==> src/hw/rtl/lkoc_pkg.sv <==
// Package for the keyed object cache core: sizes, operation codes and the
// structs passed between the controller and the datapath. No dependencies.
package lkoc_pkg;

    localparam int unsigned ENTRIES      = 16;
    localparam int unsigned IDX_W        = $clog2(ENTRIES);
    localparam int unsigned CNT_W        = IDX_W + 1;
    localparam int unsigned KEY_W        = 64;
    localparam int unsigned KEY_BITS_DEF = 64;
    localparam int unsigned FUNC_W       = 2;
    localparam int unsigned CAP_RESET    = 16;
    localparam int unsigned RES_W        = 24;

    typedef enum logic [FUNC_W-1:0] {
        FUNC_LOOKUP  = 2'd0,
        FUNC_GET     = 2'd1,
        FUNC_RELEASE = 2'd2,
        FUNC_RSVD    = 2'd3
    } t_func;

    // Result beat, lowest field in the lowest bits.
    typedef struct packed {
        logic [1:0]       pad;
        logic [CNT_W-1:0] occupancy;
        logic [CNT_W-1:0] evicted_in_use;
        logic [CNT_W-1:0] evicted_count;
        logic [IDX_W-1:0] slot;
        logic             created;
        logic             live_hit;
        logic             present;
    } t_res;

    typedef struct packed {
        logic load_in;
        logic apply;
        logic clr_ev;
        logic evict;
        logic insert;
    } t_cmd;

    typedef struct packed {
        logic miss_create;
        logic need_evict;
        logic over_limit;
    } t_stat;

endpackage

==> src/hw/rtl/lkoc_dpath.sv <==
// Datapath of the keyed object cache: key store, match logic, recency ranks,
// eviction and insertion, configuration and result registers. Uses lkoc_pkg.
module lkoc_dpath #(
    parameter int unsigned KEY_BITS = lkoc_pkg::KEY_BITS_DEF
) (
    input  logic                          i_clk,
    input  logic                          i_rst_n,
    input  lkoc_pkg::t_cmd                i_cmd,
    output lkoc_pkg::t_stat               o_stat,
    input  logic [lkoc_pkg::FUNC_W-1:0]   i_func,
    input  logic [lkoc_pkg::KEY_W-1:0]    i_key,
    input  logic                          i_cfg_we,
    input  logic [lkoc_pkg::CNT_W-1:0]    i_cfg_wdata,
    output lkoc_pkg::t_res                o_res
);

    localparam int unsigned N  = lkoc_pkg::ENTRIES;
    localparam int unsigned IW = lkoc_pkg::IDX_W;
    localparam int unsigned CW = lkoc_pkg::CNT_W;

    lkoc_pkg::t_func    r_func;
    logic [KEY_BITS-1:0] r_key;
    logic [KEY_BITS-1:0] r_keys [N];
    logic [N-1:0]       r_valid;
    logic [N-1:0]       r_live;
    logic [IW-1:0]      r_rank [N];
    logic [CW-1:0]      r_count;
    logic [CW-1:0]      r_limit;
    logic [CW-1:0]      r_ev_cnt;
    logic [CW-1:0]      r_ev_live;
    lkoc_pkg::t_res     r_res;

    logic [N-1:0]  w_match;
    logic [N-1:0]  w_victim;
    logic          w_hit;
    logic [IW-1:0] w_hit_slot;
    logic [IW-1:0] w_hit_rank;
    logic          w_hit_live;
    logic          w_victim_live;
    logic [IW-1:0] w_free_slot;
    logic [CW-1:0] w_lim;
    logic [CW-1:0] w_cnt_m1;
    logic          w_promote;

    assign w_lim = (r_limit == '0) ? CW'(1)
                 : (r_limit > CW'(N)) ? CW'(N) : r_limit;
    assign w_cnt_m1 = r_count - CW'(1);

    always_comb begin
        w_hit_slot = '0;
        w_hit_rank = '0;
        w_hit_live = 1'b0;
        w_free_slot = '0;
        for (int i = 0; i < N; i++) begin
            w_match[i]  = r_valid[i] && (r_keys[i] == r_key);
            w_victim[i] = r_valid[i] && (r_rank[i] == w_cnt_m1[IW-1:0]);
            if (w_match[i]) begin
                w_hit_slot = w_hit_slot | IW'(i);
                w_hit_rank = w_hit_rank | r_rank[i];
                w_hit_live = w_hit_live | r_live[i];
            end
        end
        // Lowest-index free entry wins.
        for (int i = N - 1; i >= 0; i--) begin
            if (!r_valid[i]) begin
                w_free_slot = IW'(i);
            end
        end
    end

    assign w_hit         = |w_match;
    assign w_victim_live = |(w_victim & r_live);
    assign w_promote     = w_hit && (r_func == lkoc_pkg::FUNC_LOOKUP
                                     || r_func == lkoc_pkg::FUNC_GET);

    assign o_stat.miss_create = (r_func == lkoc_pkg::FUNC_GET) && !w_hit;
    assign o_stat.need_evict  = r_count >= w_lim;
    assign o_stat.over_limit  = r_count > w_lim;

    // Key store has no reset; entries are only read while valid.
    always_ff @(posedge i_clk) begin
        if (i_cmd.insert) begin
            r_keys[w_free_slot] <= r_key;
        end
        if (i_cmd.load_in) begin
            r_func <= lkoc_pkg::t_func'(i_func);
            r_key  <= i_key[KEY_BITS-1:0];
        end
    end

    always_ff @(posedge i_clk) begin
        if (i_cmd.apply) begin
            r_res.pad            <= '0;
            r_res.present        <= w_hit;
            r_res.live_hit       <= w_promote && w_hit_live;
            r_res.created        <= w_hit && !w_hit_live
                                    && (r_func == lkoc_pkg::FUNC_GET);
            r_res.slot           <= w_hit_slot;
            r_res.evicted_count  <= '0;
            r_res.evicted_in_use <= '0;
            r_res.occupancy      <= r_count;
        end else if (i_cmd.insert) begin
            r_res.pad            <= '0;
            r_res.present        <= 1'b0;
            r_res.live_hit       <= 1'b0;
            r_res.created        <= 1'b1;
            r_res.slot           <= w_free_slot;
            r_res.evicted_count  <= r_ev_cnt;
            r_res.evicted_in_use <= r_ev_live;
            r_res.occupancy      <= r_count + CW'(1);
        end
    end

    always_ff @(posedge i_clk) begin
        if (!i_rst_n) begin
            r_valid   <= '0;
            r_live    <= '0;
            r_count   <= '0;
            r_limit   <= CW'(lkoc_pkg::CAP_RESET);
            r_ev_cnt  <= '0;
            r_ev_live <= '0;
            for (int i = 0; i < N; i++) begin
                r_rank[i] <= '0;
            end
        end else begin
            if (i_cfg_we) begin
                r_limit <= i_cfg_wdata;
            end
            if (i_cmd.apply) begin
                unique case (r_func)
                    lkoc_pkg::FUNC_GET: begin
                        if (w_hit) begin
                            r_live[w_hit_slot] <= 1'b1;
                        end
                    end
                    lkoc_pkg::FUNC_RELEASE: begin
                        if (w_hit) begin
                            r_live[w_hit_slot] <= 1'b0;
                        end
                    end
                    default: begin
                    end
                endcase
                if (w_promote) begin
                    for (int i = 0; i < N; i++) begin
                        if (w_match[i]) begin
                            r_rank[i] <= '0;
                        end else if (r_valid[i] && r_rank[i] < w_hit_rank) begin
                            r_rank[i] <= r_rank[i] + IW'(1);
                        end
                    end
                end
            end
            if (i_cmd.clr_ev) begin
                r_ev_cnt  <= '0;
                r_ev_live <= '0;
            end
            // One least-recent entry leaves per cycle: the one ranked count-1.
            if (i_cmd.evict) begin
                r_valid   <= r_valid & ~w_victim;
                r_live    <= r_live & ~w_victim;
                r_count   <= w_cnt_m1;
                r_ev_cnt  <= r_ev_cnt + CW'(1);
                r_ev_live <= r_ev_live + CW'(w_victim_live);
            end
            if (i_cmd.insert) begin
                for (int i = 0; i < N; i++) begin
                    if (IW'(i) == w_free_slot) begin
                        r_rank[i] <= '0;
                    end else if (r_valid[i]) begin
                        r_rank[i] <= r_rank[i] + IW'(1);
                    end
                end
                r_valid[w_free_slot] <= 1'b1;
                r_live[w_free_slot]  <= 1'b1;
                r_count              <= r_count + CW'(1);
            end
        end
    end

    assign o_res = r_res;

endmodule

==> src/hw/rtl/lkoc_ctrl.sv <==
// Controller of the keyed object cache: sequences accept, execute, eviction
// and insertion, and owns the result valid flag. Uses lkoc_pkg.
module lkoc_ctrl (
    input  logic            i_clk,
    input  logic            i_rst_n,
    input  logic            i_in_valid,
    output logic            o_in_ready,
    output logic            o_out_valid,
    input  logic            i_out_ready,
    input  lkoc_pkg::t_stat i_stat,
    output lkoc_pkg::t_cmd  o_cmd
);

    typedef enum logic [1:0] {
        S_IDLE,
        S_EXEC,
        S_EVICT,
        S_INSERT
    } t_state;

    t_state r_state;
    t_state n_state;
    logic   r_out_valid;
    logic   n_out_valid;
    logic   w_out_free;

    assign w_out_free = !r_out_valid || i_out_ready;

    always_comb begin
        o_cmd   = '0;
        n_state = r_state;
        unique case (r_state)
            S_IDLE: begin
                if (i_in_valid) begin
                    o_cmd.load_in = 1'b1;
                    n_state       = S_EXEC;
                end
            end
            S_EXEC: begin
                if (i_stat.miss_create) begin
                    o_cmd.clr_ev = 1'b1;
                    n_state      = i_stat.need_evict ? S_EVICT : S_INSERT;
                end else if (w_out_free) begin
                    o_cmd.apply = 1'b1;
                    n_state     = S_IDLE;
                end
            end
            S_EVICT: begin
                o_cmd.evict = 1'b1;
                if (!i_stat.over_limit) begin
                    n_state = S_INSERT;
                end
            end
            S_INSERT: begin
                if (w_out_free) begin
                    o_cmd.insert = 1'b1;
                    n_state      = S_IDLE;
                end
            end
            default: begin
                n_state = S_IDLE;
            end
        endcase
    end

    always_comb begin
        n_out_valid = r_out_valid;
        if (o_cmd.apply || o_cmd.insert) begin
            n_out_valid = 1'b1;
        end else if (i_out_ready) begin
            n_out_valid = 1'b0;
        end
    end

    always_ff @(posedge i_clk) begin
        if (!i_rst_n) begin
            r_state     <= S_IDLE;
            r_out_valid <= 1'b0;
        end else begin
            r_state     <= n_state;
            r_out_valid <= n_out_valid;
        end
    end

    assign o_in_ready  = (r_state == S_IDLE);
    assign o_out_valid = r_out_valid;

endmodule

==> src/hw/rtl/lru_keyed_object_cache_core.sv <==
// Top level of the keyed object cache: fully associative LRU table of key
// digests. Instantiates lkoc_ctrl and lkoc_dpath; uses lkoc_pkg.
//
//  Channel  Direction  Beat contents
//  s_axis   in         tuser: func[1:0]; tdata: key[63:0]
//  m_axis   out        tdata: present, live_hit, created, slot, evicted_count,
//                      evicted_in_use, occupancy, zero pad (lowest bit up)
//  cfg      in         i_cfg_wdata: capacity_limit, written when i_cfg_we
//
// A lookup, release or hit is captured in S_IDLE, then matched in S_EXEC
// against all entries at once, updating recency. An inserting get-or-create
// goes to S_INSERT, first through S_EVICT at the limit, where the eviction
// unit removes one least-recent entry per cycle. Reset is synchronous and
// empties the table. A finished result waits in the output register while the
// next beat is accepted; a full, stalled output register holds the controller.
module lru_keyed_object_cache_core #(
    parameter int unsigned KEY_BITS = lkoc_pkg::KEY_BITS_DEF
) (
    input  logic                          i_clk,
    input  logic                          i_rst_n,
    input  logic                          s_axis_tvalid,
    output logic                          s_axis_tready,
    input  logic [lkoc_pkg::KEY_W-1:0]    s_axis_tdata,  // key
    input  logic [lkoc_pkg::FUNC_W-1:0]   s_axis_tuser,  // func
    output logic                          m_axis_tvalid,
    input  logic                          m_axis_tready,
    // present, live_hit, created, slot[3:0], evicted_count[4:0],
    // evicted_in_use[4:0], occupancy[4:0], two zero bits
    output logic [lkoc_pkg::RES_W-1:0]    m_axis_tdata,
    input  logic                          i_cfg_we,
    input  logic [lkoc_pkg::CNT_W-1:0]    i_cfg_wdata
);

    lkoc_pkg::t_cmd  w_cmd;
    lkoc_pkg::t_stat w_stat;
    lkoc_pkg::t_res  w_res;

    lkoc_ctrl u_ctrl (
        .i_clk       (i_clk),
        .i_rst_n     (i_rst_n),
        .i_in_valid  (s_axis_tvalid),
        .o_in_ready  (s_axis_tready),
        .o_out_valid (m_axis_tvalid),
        .i_out_ready (m_axis_tready),
        .i_stat      (w_stat),
        .o_cmd       (w_cmd)
    );

    lkoc_dpath #(
        .KEY_BITS (KEY_BITS)
    ) u_dpath (
        .i_clk       (i_clk),
        .i_rst_n     (i_rst_n),
        .i_cmd       (w_cmd),
        .o_stat      (w_stat),
        .i_func      (s_axis_tuser),
        .i_key       (s_axis_tdata),
        .i_cfg_we    (i_cfg_we),
        .i_cfg_wdata (i_cfg_wdata),
        .o_res       (w_res)
    );

    assign m_axis_tdata = w_res;

    // The table never reports more entries than it has.
    a_occ_bound: assert property (@(posedge i_clk) disable iff (!i_rst_n)
        m_axis_tvalid |-> w_res.occupancy <= lkoc_pkg::CNT_W'(lkoc_pkg::ENTRIES))
        else $error("occupancy above table size");

    a_ev_live: assert property (@(posedge i_clk) disable iff (!i_rst_n)
        m_axis_tvalid |-> w_res.evicted_in_use <= w_res.evicted_count)
        else $error("more live evictees than evictions");

    a_hit_xor_create: assert property (@(posedge i_clk) disable iff (!i_rst_n)
        m_axis_tvalid |-> !(w_res.live_hit && w_res.created))
        else $error("live hit and creation in one result");

    // Only one operation is in flight at a time.
    a_one_at_a_time: assert property (@(posedge i_clk) disable iff (!i_rst_n)
        (s_axis_tvalid && s_axis_tready) |=> !s_axis_tready)
        else $error("beat accepted while an operation is in progress");

    a_evict_needs_room: assert property (@(posedge i_clk) disable iff (!i_rst_n)
        w_cmd.insert |-> !w_stat.need_evict)
        else $error("insertion while table is at its limit");

endmodule
==> config.mk <==
export PLATFORM = sky130hd
export DESIGN_NAME = lru_keyed_object_cache_core
export DESIGN_NICKNAME = d
export VERILOG_FILES = /design/src/hw/rtl/lkoc_pkg.sv /design/src/hw/rtl/lkoc_dpath.sv /design/src/hw/rtl/lkoc_ctrl.sv /design/src/hw/rtl/lru_keyed_object_cache_core.sv
export SDC_FILE = /design/constraint.sdc
export NUM_CORES = 2
export LEC_CHECK = 0
export BUFFER_PORTS_ARGS = -buffer_cell sky130_fd_sc_hd__buf_2
export CELL_PAD_IN_SITES_DETAIL_PLACEMENT = 0
export CELL_PAD_IN_SITES_GLOBAL_PLACEMENT = 1
export CORE_AREA = 3 3 368 370
export DETAILED_ROUTE_END_ITERATION = 10
export DIE_AREA = 0 0 371 373
export PLACE_DENSITY_LB_ADDON = 0.1
export SETUP_SLACK_MARGIN = 0.4
export SLEW_MARGIN = 40
export SYNTH_ARGS = -nofsm -noshare
export SYNTH_HDL_FRONTEND = slang
export SYNTH_SLANG_ARGS = --single-unit
==> constraint.sdc <==
create_clock -name i_clk -period 35.8 [get_ports i_clk]
set_input_delay 1.79 -clock i_clk [delete_from_list [all_inputs] [get_ports i_clk]]
set_output_delay 1.79 -clock i_clk [all_outputs]
set_load 0.02 [all_outputs]
Yosys cells after proc, flatten, opt, wreduce, memory -nomap -nowiden
Memories as Yosys holds them, arrays and structs flattened. Cells that the tools add are included.

$add $sub $neg: 20. $mul: 0. Reductions and logical operators: 72. Shifts and indexed selects: 0. Divide/modulo/power cells: 0. Order comparisons: 23. Muxes and demuxes: 489. Bitwise gates (word level): 103. Equality and inequality tests: 54.

Operators by type and width (number): 64-bit == test (16); 4-bit two-way mux (104); 1-bit two-way mux (352); 16-bit two-way mux (9); 1-bit OR (79); 4-bit by 1-bit adder with 4-bit output, second input constant (16); 16-bit AND (4); 4-bit == test (16); 4-bit < comparator (16); 4-bit OR (15); 1-bit logical AND (55); 16-bit OR (3); 22-bit two-way mux (2); 5-bit two-way mux (7); 4-bit == test, first input constant (8); 16-bit NOT (2); 16-bit one-hot mux with 2 select lines (1); 16-bit OR reduction (2); 3-bit by 4-bit == test with 1-bit output, first input constant (4); 2-bit two-way mux (7); 3-bit two-way mux (4); 5-bit by 1-bit adder with 5-bit output, second input constant (2); 4-bit by 5-bit < comparator with 1-bit output, second input constant (2); 1-bit demux with 4-bit select (2); other kinds (19) (33).

Memories: 2. Bits in latches: 0. Word-level logic and storage cells: 780. Register bits after elaboration: 143. Output and inout port bits: 26. Bits of input ports: 76. Memory bits (writable): 1088. ROM bits: 0.

Memories: u_dpath.r_keys (depth 16, width 64, rd ports 16, clocked after Yosys merged registers in 0, wr ports 1, line lkoc_dpath.sv:23) `logic [KEY_BITS-1:0] r_keys [N];`; u_dpath.r_rank (depth 16, width 4, rd ports 16, clocked after Yosys merged registers in 0, wr ports 16, line lkoc_dpath.sv:26) `logic [IW-1:0] r_rank [N];`.

Depth between registers and ports, before layout
An unclocked memory read counts as a cell.

Depth after elaboration: 45. Gate-level depth with buffers: 17. Gate-level depth less buffers: 15.

Hierarchy
Synthesis repeated with hierarchy kept, for this count alone.

Cell total of the unflattened synthesis: 4765. Area total of the unflattened synthesis: 60387.9 um^2.

Modules (own cells, without submodules): lkoc_dpath (cells an instance 4744, times used 1, seq. area each 36254.8 um^2, area an instance 60214.0 um^2); lkoc_ctrl (cells an instance 21, times used 1, seq. area each 60.1 um^2, area an instance 173.9 um^2).

Worst setup path before layout
Ideal clock, no wire load.

Path kind: input to register. Start point: input port m_axis_tready. End point: register u_dpath.r_live[1]. Cell stages on the path: 7. Data required time: 35684 ps. Setup slack: 21632 ps. Setup time: 116 ps. Arrival time: 14052 ps. Buffers on the path: 0. Cells stage by stage: nand2b_1 nand2_1 nor2_1 nand2_1 a2111oi_0 o21ai_0 o211ai_1.

Longest elaborated chain between the ends: 9. Elaborated cells between the ends (all ways): 10. Classes of those cells: mux (8); bitwise (1); reduce/logical (1).

Ends and longest elaborated chain: from (decl) (line lru_keyed_object_cache_core.sv:26) `input logic m_axis_tready,`; 1-bit logical OR (*) (line lkoc_ctrl.sv:27) `assign w_out_free = !r_out_valid || i_out_ready;`; 1-bit two-way mux (*) (line lkoc_ctrl.sv:43, lkoc_ctrl.sv:55); 1-bit two-way mux (line lkoc_ctrl.sv:40) `if (i_stat.miss_create) begin`; 2-bit two-way mux (line lkoc_ctrl.sv:32) `unique case (r_state)`; 16-bit two-way mux (line lkoc_dpath.sv:129) `if (i_cmd.apply) begin`; 16-bit two-way mux (line lkoc_dpath.sv:159) `if (i_cmd.evict) begin`; 16-bit two-way mux (line lkoc_dpath.sv:115) `if (!i_rst_n) begin`; 16-bit OR (no line); 16-bit two-way mux (*) (line lkoc_dpath.sv:166) `if (i_cmd.insert) begin`; to (signal assigned) (line lkoc_dpath.sv:161) `r_live <= r_live & ~w_victim;`; to (decl) (line lkoc_dpath.sv:25) `logic [N-1:0] r_live;`.

Mark *: on every way between the ends. The rest lies on a longest branch, timed or not. The select of a mux whose other input is x is not followed. A chain may end at the register's enable or synchronous reset.

==> summary.md <==
| Metric | Value |
|---|---|
| Status | finished, final reports clean |
| Synth unique cells | 88 |
| CTS resizes | 0 |
| Row count | 134 |
| Post-synthesis mux area share | 0.08416% |
| Die H | 373 um |
| Reg clk slew, reported paths | 0.06 ns |
| Period utilization | 17.92% |
| Critical Path Start Type | register |
| Worst-skew pair later-pin latency | 0.77 ns |
| Critical Path Fanout Max | 21 |
| Critical Path AT | 6.80 ns |
| Hold buffer count at cts | 0 |
| Post-CTS Setup Inserts | 0 |
| Routed vias/inst | 6.151 |
| R2r worst-path depth | 18 |
| I/O pins | 102 |
| Hold EP | u_dpath.o_res[10] |
| Post-synth EDFFs | 1166 |
| Hold Path Class | reg2reg |
| Average wire per standard cell | 32.08 um |
| Post-synthesis cell count | 4598 |
| Power per cell area | 50.10 nW/um^2 |
| Share of cells above drive strength 1 | 11.57% |
| Synthesized area | 59470 um^2 |
| Async set or reset register ratio after synthesis | 0% |
| Yosys warns | 0 |
| Iter 0 DRT Violations | 4793 |
| First-pass GRT wire length | 300000 um |
| Setup Skew | 0.02343 ns |
| Reg2Reg Setup Slack | 29.38 ns |
| Relative slew slack | 40.67% |
| Synth Area in Adders | 1.620% |
| Total CTS buffers | 141 |
| Via count | 41077 |
| FF+latch count, synth | 1231 |
| Leakage power | 20.85 nW |
| CORE AREA | 133000 um^2 |
| Setup ws final | 29.38 ns |
| Max frequency | 155.8 MHz |
| CP required | 36.19 ns |
| Worst-margin pin slew | 0.8866 ns |
| Number of global-route vias before repair | 38808 |
| Sequential fraction of the synthesis area | 61.07% |
| Hold Crit Depth | 2 |
| Max Cap Viol | 0 |
| Hold Vio Cnt, Final | 0 |
| Initial antenna violation count | 11 |
| Top_reg_cell synth | edfxtp_1 |
| Reg2reg start | u_dpath.r_key[9] |
| Setup violators final | 0 |
| DR DRC count | 0 |
| Cell count after placement | 6425 |
| Root buf cell | clkbuf_16 |
| Reg2reg end | u_dpath.r_rank[4][5] |
| H-tree Lvls | 4 |
| Unrepaired setup endpoints after global routing | no |
| CTS tree | done |
| Synth Area in Compound Gates | 5.797% |
| Simple-Gate Fraction of Synth Area | 15.52% |
| Post-Syn Area per Cell | 12.93 um^2 |
| Initial Util | 44.73% |
| Largest family of logic cells by synthesized area | simple AND/OR/NAND/NOR gates |
| VDD IR max | 0.04769 mV |
| I/O Buffers | 99 |
| Layout area overhead | 12.92% |
| Final net count | 4954 |
| Setup crit end kind | register |
| XOR/XNOR Fraction of Synth Area | 13.31% |
| Total Routed Length | 214200 um |
| Setup Crit Path Kind | reg2reg |
| Clock period minus worst slack | 6.416 ns |
| Final std cells w/o fill | 6678 |
| Total global routing overflow | 0 |
| Post-DRT Antenna Nets | 0 |
| Die width | 371 um |
| Largest net degree at the start of global routing | 68 |
| DPL Wire Length | 142800 um |
| Hold path startpoint | u_dpath.o_res[10] |
| Pre-CTS setup slack | 29.37 ns |
| Total Power | 0.003364 W |
| Total routing usage reported by global routing | 30.59% |
| Max Root-Sink Buffers | 3 |
| Clock sink count | 1231 |
| Final setup TNS | 0 ns |
| Routability Congestion | 0.9433 |
| Full die area | 138400 um^2 |
| Final Max Slew Viols | 0 |
| First-pass iteration count of the detailed router | 6 |
[synth_stat cells (14+ instances only)]
library cell	number	area, um^2
o211ai_1	33	247.7
nor4_1	191	1195
o22ai_1	29	181.4
nand3_1	136	680.7
edfxtp_1	1166	35010
ha_1	77	963.4
nor2b_1	47	294.0
xnor2_1	669	5859
dfxtp_1	65	1301
o21ai_0	59	295.3
clkbuf_1	56	210.2
a211oi_1	40	300.3
a21oi_1	78	390.4
or4_1	31	232.7
nand4_1	368	2302
a22oi_1	21	157.7
nand4b_1	18	157.7
nor3_1	94	470.5
buf_2	86	430.4
nand2b_1	321	2008
o2bb2ai_1	15	131.4
a22o_1	14	122.6
a31oi_1	17	106.4
xor2_1	235	2058
nor2_1	110	412.9
o2111ai_1	42	367.9
inv_1	104	390.4
nand2_1	198	743.2
or2_2	17	106.4
buf_4	48	360.4
[power by group]
group          switching (W)  internal (W)  total [W]  leakage [nW]
clock               0.000591      0.000820    0.00141          2.19
combinational       0.000240     0.0000971   0.000337          7.57
sequential         0.0000176       0.00160    0.00162          11.1
total               0.000849       0.00252    0.00336          20.9
[layout by cell type (no fill, tap or decap), types with 80 or more instances in the layout]
| master | synthesis | layout |
|---|---|---|
| clkbuf_16 | 0 | 148 |
| nor4_1 | 191 | 174 |
| nand2_1 | 198 | 197 |
| buf_4 | 48 | 148 |
| buf_2 | 86 | 99 |
| xor2_1 | 235 | 235 |
| nor3_1 | 94 | 80 |
| nand2b_1 | 321 | 321 |
| nand3_1 | 136 | 136 |
| inv_1 | 104 | 104 |
| xnor2_1 | 669 | 667 |
| nand4_1 | 368 | 368 |
| edfxtp_1 | 1166 | 1166 |
| nor2_1 | 110 | 101 |
[metal layers]
layer  share of wire [%]  routed length, um  GRT usage (%)  up-vias
met5                   0                  0              0        -
met3                 7.1              15110          4.417      369
met2                  46              97550          47.53     1914
met1                  44              93620          43.89    20926
met4                 3.7               7929          10.69        0
li1                    -                  -              -    17868
[critical path: stages, from the launching register on]
cell and delay, ns:
edfxtp_1 0.32, buf_4 0.31, buf_4 0.53, xnor2_1 0.19, nand4_1 0.13, nor3_1 0.62
nand3_1 0.55, nor2_1 0.85, a22o_1 0.27, a221oi_1 0.07, nand3_1 0.13, nor2_1 0.12
buf_4 0.23, ha_1 0.22, nand2_1 0.06, or4bb_1 0.49, nor3_1 0.28, a211oi_1 0.13
o21ai_0 0.46
[logic make-up (layout without fill, tap and decap cells)]
group | Yosys count | after routing
simple gates | 1602 | 1602
flops | 1231 | 1231
xor+xnor | 904 | 904
compound gates | 465 | 465
buf+inv | 313 | 623
fa+ha+maj | 77 | 77
mux | 5 | 5
other cells | 1 | 3
[metrics by stage]
| stage | hold slack, ns | utilization (%) | cell area [um^2] |
|---|---|---|---|
| final | 0.4569 | 50.51 | 67150 |
| after global routing | 0.4829 | 50.50 | 67150 |
| after CTS | 0.4630 | 50.46 | 67090 |
| after detailed placement | 0.4534 | 47.11 | 62640 |
| after global placement | 0.4466 | 46.98 | 62460 |
| after floorplan | 0.4436 | - | 59470 |
[sequential cells by signal, indices dropped and copies added (netlist names)]
signal,flops
u_ctrl.o_out_valid,1
u_ctrl.r_state,2
u_dpath.o_res,22
u_dpath.r_count,5
u_dpath.r_ev_cnt,5
u_dpath.r_ev_live,5
u_dpath.r_func,2
u_dpath.r_key,64
u_dpath.r_keys,1024
u_dpath.r_limit,5
u_dpath.r_live,16
u_dpath.r_rank,64
u_dpath.r_valid,16
[final cells by class]
type	instances	area (um^2)
Sequential cell	1231	36310
Clock inverter	76	630.6
Multi-Input combinational cell	3055	21940
Fill cell	11608	65810
Tap cell	1768	2212
Antenna cell	1	2.502
Clock buffer	175	3815
Timing Repair Buffer	266	1838
Inverter	106	397.9
[worst max path at each step]
stage	from	to	slack [ns]	cells past startpoint
after floorplan	m_axis_tready	u_dpath.r_live[1]	21.63	7
after global placement	u_dpath.r_key[48]	u_dpath.r_rank[4][4]	29.01	17
after detailed placement	u_dpath.r_key[48]	u_dpath.r_rank[2][4]	29.37	17
after CTS	u_dpath.r_key[51]	u_dpath.r_rank[2][4]	29.33	18
after global routing	u_dpath.r_key[48]	u_dpath.r_rank[4][5]	29.08	17
final	u_dpath.r_key[9]	u_dpath.r_rank[4][5]	29.38	18
Power figures use the tool's default switching activity.
